## src/hdl/mps_pkg.sv

```systemverilog
// types, constants and codes shared by the memory pattern self-test block
package mps_pkg;

    localparam int DATA_W       = 32;
    localparam int ADDR_W       = 32;
    localparam int COUNT_W      = 19;
    localparam int PADDR_W      = 3;
    localparam int INDEX_BITS_D = 18;

    localparam logic [ADDR_W-1:0]  RESET_BASE  = 32'h4040_0000;
    localparam logic [COUNT_W-1:0] RESET_COUNT = 19'd262144;
    localparam logic [DATA_W-1:0]  PAT_A       = 32'hAAAA_AAAA;
    localparam logic [DATA_W-1:0]  PAT_B       = 32'h5555_5555;

    // register index, taken from paddr[2]
    localparam logic REG_BASE  = 1'b0;
    localparam logic REG_COUNT = 1'b1;

    // odd phases write, even phases read back
    typedef enum logic [2:0] {
        PH_IDLE   = 3'd0,
        PH_WR_INC = 3'd1,
        PH_RD_INC = 3'd2,
        PH_WR_A   = 3'd3,
        PH_RD_A   = 3'd4,
        PH_WR_B   = 3'd5,
        PH_RD_B   = 3'd6,
        PH_CLEAR  = 3'd7
    } t_phase;

    typedef enum logic [1:0] {
        FAIL_NONE  = 2'd0,
        FAIL_INC   = 2'd1,
        FAIL_PAT_A = 2'd2,
        FAIL_PAT_B = 2'd3
    } t_fail;

    typedef struct packed {
        logic [ADDR_W-1:0]  base_address;
        logic [COUNT_W-1:0] word_count;
    } t_cfg;

    typedef struct packed {
        logic              start_req;
        logic [DATA_W-1:0] read_data;
    } t_in_item;

    typedef struct packed {
        logic [ADDR_W-1:0] mem_address;
        logic              mem_write;
        logic              mem_read;
        logic [DATA_W-1:0] write_data;
        logic              busy_res;
        logic              done_res;
        logic              passed;
        logic [1:0]        fail_phase;
    } t_out_item;

endpackage

```

## src/hdl/mps_engine.sv

```systemverilog
// test sequencer: phase and word index state, pattern compare, one access per step
module mps_engine
    import mps_pkg::*;
#(
    parameter int INDEX_BITS = INDEX_BITS_D
) (
    input  logic      i_clk,
    input  logic      i_rst_n,
    input  logic      i_step,
    input  t_in_item  i_item,
    input  t_cfg      i_cfg,
    output t_out_item o_result
);

    localparam int CW = (INDEX_BITS + 1 > COUNT_W) ? INDEX_BITS + 1 : COUNT_W;

    t_phase                r_phase,    n_phase;
    logic [INDEX_BITS-1:0] r_index,    n_index;
    logic                  r_pending,  n_pending;
    logic [DATA_W-1:0]     r_expected, n_expected;
    t_fail                 r_code,     n_code;
    logic                  r_finished, n_finished;

    logic                  fail_now;
    logic                  start_now;
    logic                  active;
    t_phase                act_phase;
    logic [2:0]            act_bits;
    logic [INDEX_BITS-1:0] act_index;
    logic [CW-1:0]         cnt_ext;
    logic [CW-1:0]         limit;
    logic [CW-1:0]         eff;
    logic [CW-1:0]         idx_inc;
    logic                  last;
    logic [DATA_W-1:0]     pattern;

    // decode: compare returning data, take a start, find end of pass, pick the pattern
    always_comb begin
        fail_now  = r_pending && (i_item.read_data != r_expected);
        start_now = !fail_now && (r_phase == PH_IDLE) && i_item.start_req;
        act_phase = start_now ? PH_WR_INC : r_phase;
        act_bits  = act_phase;
        act_index = start_now ? '0 : r_index;
        active    = !fail_now && (act_phase != PH_IDLE);

        cnt_ext = CW'(i_cfg.word_count);
        limit   = CW'(1) << INDEX_BITS;
        if (cnt_ext == '0) begin
            eff = CW'(1);
        end else if (cnt_ext > limit) begin
            eff = limit;
        end else begin
            eff = cnt_ext;
        end
        idx_inc = CW'(act_index) + CW'(1);
        last    = (idx_inc >= eff);

        case (act_phase)
            PH_WR_INC, PH_RD_INC: pattern = DATA_W'(act_index);
            PH_WR_A, PH_RD_A:     pattern = PAT_A;
            PH_WR_B, PH_RD_B:     pattern = PAT_B;
            default:              pattern = '0;
        endcase
    end

    // next state
    always_comb begin
        n_phase    = r_phase;
        n_index    = r_index;
        n_pending  = r_pending;
        n_expected = r_expected;
        n_code     = r_code;
        n_finished = r_finished;
        if (i_step) begin
            n_pending = 1'b0;
            if (fail_now) begin
                n_code     = t_fail'(r_phase[2:1]);
                n_finished = 1'b1;
                n_phase    = PH_IDLE;
                n_index    = '0;
            end else begin
                if (start_now) begin
                    n_phase    = PH_WR_INC;
                    n_finished = 1'b0;
                    n_code     = FAIL_NONE;
                end
                if (active) begin
                    if (!act_bits[0]) begin
                        n_pending  = 1'b1;
                        n_expected = pattern;
                    end
                    if (last) begin
                        n_index = '0;
                        if (act_phase == PH_CLEAR) begin
                            n_phase    = PH_IDLE;
                            n_finished = 1'b1;
                            n_code     = FAIL_NONE;
                        end else begin
                            n_phase = t_phase'(act_bits + 3'd1);
                        end
                    end else begin
                        n_index = idx_inc[INDEX_BITS-1:0];
                    end
                end
            end
        end
    end

    // result of this step
    always_comb begin
        o_result             = '0;
        if (active) begin
            o_result.mem_address = i_cfg.base_address + (ADDR_W'(act_index) << 2);
            o_result.mem_write   = act_bits[0];
            o_result.mem_read    = !act_bits[0];
            o_result.write_data  = act_bits[0] ? pattern : '0;
        end
        o_result.busy_res   = (n_phase != PH_IDLE) || n_pending;
        o_result.done_res   = n_finished;
        o_result.passed     = n_finished && (n_code == FAIL_NONE);
        o_result.fail_phase = n_code;
    end

    always_ff @(posedge i_clk) begin
        if (!i_rst_n) begin
            r_phase    <= PH_IDLE;
            r_index    <= '0;
            r_pending  <= 1'b0;
            r_expected <= '0;
            r_code     <= FAIL_NONE;
            r_finished <= 1'b0;
        end else begin
            r_phase    <= n_phase;
            r_index    <= n_index;
            r_pending  <= n_pending;
            r_expected <= n_expected;
            r_code     <= n_code;
            r_finished <= n_finished;
        end
    end

endmodule

```

## config.mk

```make
export PLATFORM = sky130hd
export DESIGN_NAME = mps_engine
export DESIGN_NICKNAME = d
export VERILOG_FILES = /design/src/hdl/mps_pkg.sv /design/src/hdl/mps_engine.sv
export SDC_FILE = /design/constraint.sdc
export NUM_CORES = 1
export LEC_CHECK = 0
export ABC_CLOCK_PERIOD_IN_PS = 15550
export BUFFER_PORTS_ARGS = -buffer_cell sky130_fd_sc_hd__clkbuf_2
export CORE_MARGIN = 5
export CORE_UTILIZATION = 57
export CTS_CLUSTER_SIZE = 30
export DETAILED_ROUTE_END_ITERATION = 10
export PLACE_DENSITY = 0.95
export SYNTH_ARGS = -nofsm -noshare
export SYNTH_HDL_FRONTEND = slang
export SYNTH_SLANG_ARGS = --single-unit
```

## constraint.sdc

```tcl
create_clock -name i_clk -period 15.55 [get_ports i_clk]
set_input_delay 3.11 -clock i_clk [delete_from_list [all_inputs] [get_ports i_clk]]
set_output_delay 3.11 -clock i_clk [all_outputs]
set_load 0.05 [all_outputs]
```

==> results.rst <==
.. list-table::
   :header-rows: 1

   * - Metric
     - Value
   * - Post-CTS repair timing setup buffer count
     - 0
   * - Number of synthesized register bits
     - 45
   * - Lkg Pwr
     - 2.84 nW
   * - Remaining antenna violation count
     - 0
   * - Dominant cell by count in the synthesized netlist
     - sky130_fd_sc_hd__nor2_1
   * - Gate count after technology mapping
     - 686
   * - Final-report setup violation count
     - 0
   * - Clock root buffer
     - sky130_fd_sc_hd__clkbuf_8
   * - Number of cells on the worst reg-to-reg path
     - 21
   * - Initial antenna violation count
     - 0
   * - Setup repair after global routing missed its margin
     - no
   * - Number of optimization iterations in the first detailed-route pass
     - 7
   * - Starting Density
     - 0.578
   * - Final setup slack of the worst path
     - 4.10 ns
   * - Maximum number of pins on one net before global-route repair
     - 48
   * - Fraction of final layout cells sized beyond drive strength 1
     - 0.218
   * - Clock tree buffer depth
     - 2
   * - Mapped Avg Cell Area
     - 7.24 um2
   * - Total nets after synthesis
     - 816
   * - Register Area
     - 901 um2
   * - Syn Std Cell Area
     - 4970 um2
   * - Number of max-slew violations in the final report
     - 0
   * - Min Hold Slack
     - 0.477 ns
   * - Launching point of the worst reg2reg path
     - r_expected[12]
   * - Overflow left after global routing
     - 0
   * - Average wire per standard cell
     - 16.5 um
   * - Final hold violation count
     - 0
   * - Core Area
     - 8590 um2
   * - Cell type contributing the most total cell area after synthesis
     - sky130_fd_sc_hd__dfxtp_1
   * - Count of synthesis-stage warnings from yosys
     - 0
   * - Clock Skews
     - 0.00853 ns
   * - Source of the critical timing path
     - i_item[16]
   * - Category of the worst setup path launch point
     - input port
   * - Number of sinks on the clock net
     - 45
   * - Number of library cell types mapped by synthesis
     - 62
   * - CTS tree
     - done
   * - Worst supply voltage drop on vdd
     - 0.0413 mV
   * - Max-cap viol count
     - 0
   * - Hold Path Class
     - flip-flop to flip-flop
   * - Average via count per standard cell
     - 6.21
   * - Hold_buf cts
     - 0
   * - CTS-repair resized insts
     - 0
   * - Post-detail-place hpwl
     - 12.2 mm
   * - Placed standard-cell area
     - 5700 um2
   * - Worst Tran Pin Value
     - 1.31 ns
   * - Die X
     - 103 um
   * - Data required time at the worst endpoint
     - 12.44 ns
   * - Total chip power
     - 0.337 mW
   * - Cells taking the most area after synthesis
     - sky130_fd_sc_hd__dfxtp_1 (18%), sky130_fd_sc_hd__ha_1 (11%), sky130_fd_sc_hd__xor2_1 (5.8%), sky130_fd_sc_hd__nor2_1 (5.7%), sky130_fd_sc_hd__nand2_1 (5.3%)
   * - Async set or reset register ratio after synthesis
     - 0
   * - Die Y-Extent
     - 103 um
   * - Clock transition at the register clock pins on the worst setup and hold paths after CTS
     - 0.09 ns
   * - Most frequent cell on the critical path
     - sky130_fd_sc_hd__nor2_1
   * - Post-layout instance count excluding filler cells
     - 919
   * - Sum of negative setup slack
     - 0 ns
   * - Predominant post-synthesis flop cell
     - sky130_fd_sc_hd__dfxtp_1
   * - Layout fillers
     - 727
   * - Layout area overhead
     - 17.0%
   * - Share of the yosys chip area belonging to registers
     - 0.181
   * - H-Tree Level Count
     - 2
   * - Data arrival, critical path
     - 8.34 ns
   * - Number of antenna cells inserted
     - 0
   * - Startpoint of the tightest hold check path
     - r_expected[10]
   * - Port Buf Inserts
     - 157
   * - Final-stage net count
     - 940
   * - Cell depth of the worst hold path
     - 2
   * - Global-route wire length before repair
     - 23.8 mm
   * - Top Ports
     - 158
   * - Number of synthesized flops with an enable pin
     - 0
   * - Worst rel slew slack
     - 0.120
   * - Final worst path period share
     - 0.737
   * - Result of the run
     - completed
   * - Vias in the first global route
     - 5,247
   * - Non-Filler Cell Area, Final
     - 5810 um2
   * - DR DRC count
     - 0
   * - Standard cell with the maximum stage delay on the critical path
     - sky130_fd_sc_hd__nor4_1
   * - Row count
     - 34
   * - Fin util
     - 0.676
   * - Highest clock rate
     - 87.3 MHz
   * - Via count
     - 5,710
   * - Final period demand of the worst path
     - 11.45 ns
   * - Leading cell types by count after synthesis
     - sky130_fd_sc_hd__nor2_1 (75), sky130_fd_sc_hd__nand2_1 (70), sky130_fd_sc_hd__dfxtp_1 (45)
   * - Final weighted congestion in routability-driven placement
     - 1.01
   * - Insertion delay of the later-clocked pin in the worst-skew pair
     - 0.31 ns
   * - Element type at the critical path end
     - primary output
   * - Global-route usage over all layers
     - 0.276
   * - Number of CTS-inserted buffers
     - 5
   * - Combined area of the multi-input logic cells
     - 3770 um2
   * - Top fanout value on the critical path
     - 43
   * - Final Routed Wirelength
     - 15.2 mm
   * - First-iteration detailed-routing DRC count
     - 473
   * - PwrDens
     - 58.0 nW/um2
   * - Critical path type
     - input port to primary output
   * - Crit path largest cell delay
     - 0.52 ns
   * - Portion of synthesized cell area occupied by the leading cell type
     - 0.181
   * - Number of placed instances, taps included
     - 911
   * - Die outline area
     - 10,700 um2
   * - Pre-CTS setup slack
     - 4.17 ns
==> routing by layer <==
layer | GRT usage | up-vias | share of wire
li1 | - | 2732 | -
met1 | 0.350 | 2584 | 0.41
met2 | 0.465 | 348 | 0.46
met3 | 0.0516 | 46 | 0.11
met4 | 0.104 | 0 | 0.025
met5 | 0 | - | 0
==> flip-flops by register name, indices dropped and copies added, names as in the netlist <==
name,flops
r_phase,3
r_index,18
r_code,2
r_expected,20
r_finished,1
r_pending,1
==> worst max-delay path, delay by kind of cell <==
kind	cells	cell delay [ns]
buffers and inverters	3	0.59
xor gates and xnor gates	2	0.26
AOI/OAI and AO/OA	5	1.04
and+or+nand+nor	13	2.74
adders and majority gates	2	0.59
==> area by class of cell <==
type | instances | share of cell area
clock buffer | 6 | 0.0125
tap | 108 | 0.0233
timing repair buffer | 161 | 0.140
sequential | 45 | 0.155
multi-input combinational | 576 | 0.649
clock inverter | 2 | 0.00668
inverter | 21 | 0.0136
==> logic make-up after synthesis <==
kind of cell               synth area share
DFF                                   0.181
muxes                               0.00831
buffers and inverters                0.0615
and+or+nand+nor                       0.315
AOI/OAI and AO/OA                     0.241
adders and majority gates             0.108
xor gates and xnor gates             0.0846
==> cell usage in the layout, fill, tap and decap left out, drive strengths merged, types with 10 or more instances in the layout <==
master	synthesis	final
nor3	12	12
dfxtp	45	45
nor4	13	13
xnor2	15	15
a31oi	13	13
a21oi	36	36
inv	20	20
nor2b	15	15
and3	17	17
o21ai	31	31
a21boi	17	17
nand4	14	14
clkbuf	24	163
nand3	16	16
o211a	11	11
nor2	75	75
a22oi	15	15
xor2	33	33
nand2	71	71
or4	12	12
ha	43	43
a21o	10	10
or3	18	18
and2	22	22
==> report_power, final <==
group	leakage, nW	internal, mW	switching [mW]	total, mW
sequential	0.364	0.118	0.00303	0.121
combinational	2.42	0.0359	0.0885	0.124
clock	0.0554	0.0483	0.0429	0.0912
total	2.84	0.202	0.134	0.337
==> worst paths after layout <==
kind | to | slack, ns
hold reg to reg | r_expected[10] | 0.48
setup / recovery | o_result[4] | 4.10
hold / removal | r_expected[10] | 0.48
setup reg to reg | r_index[15] | 9.74
Power figures use the tool's default switching activity.
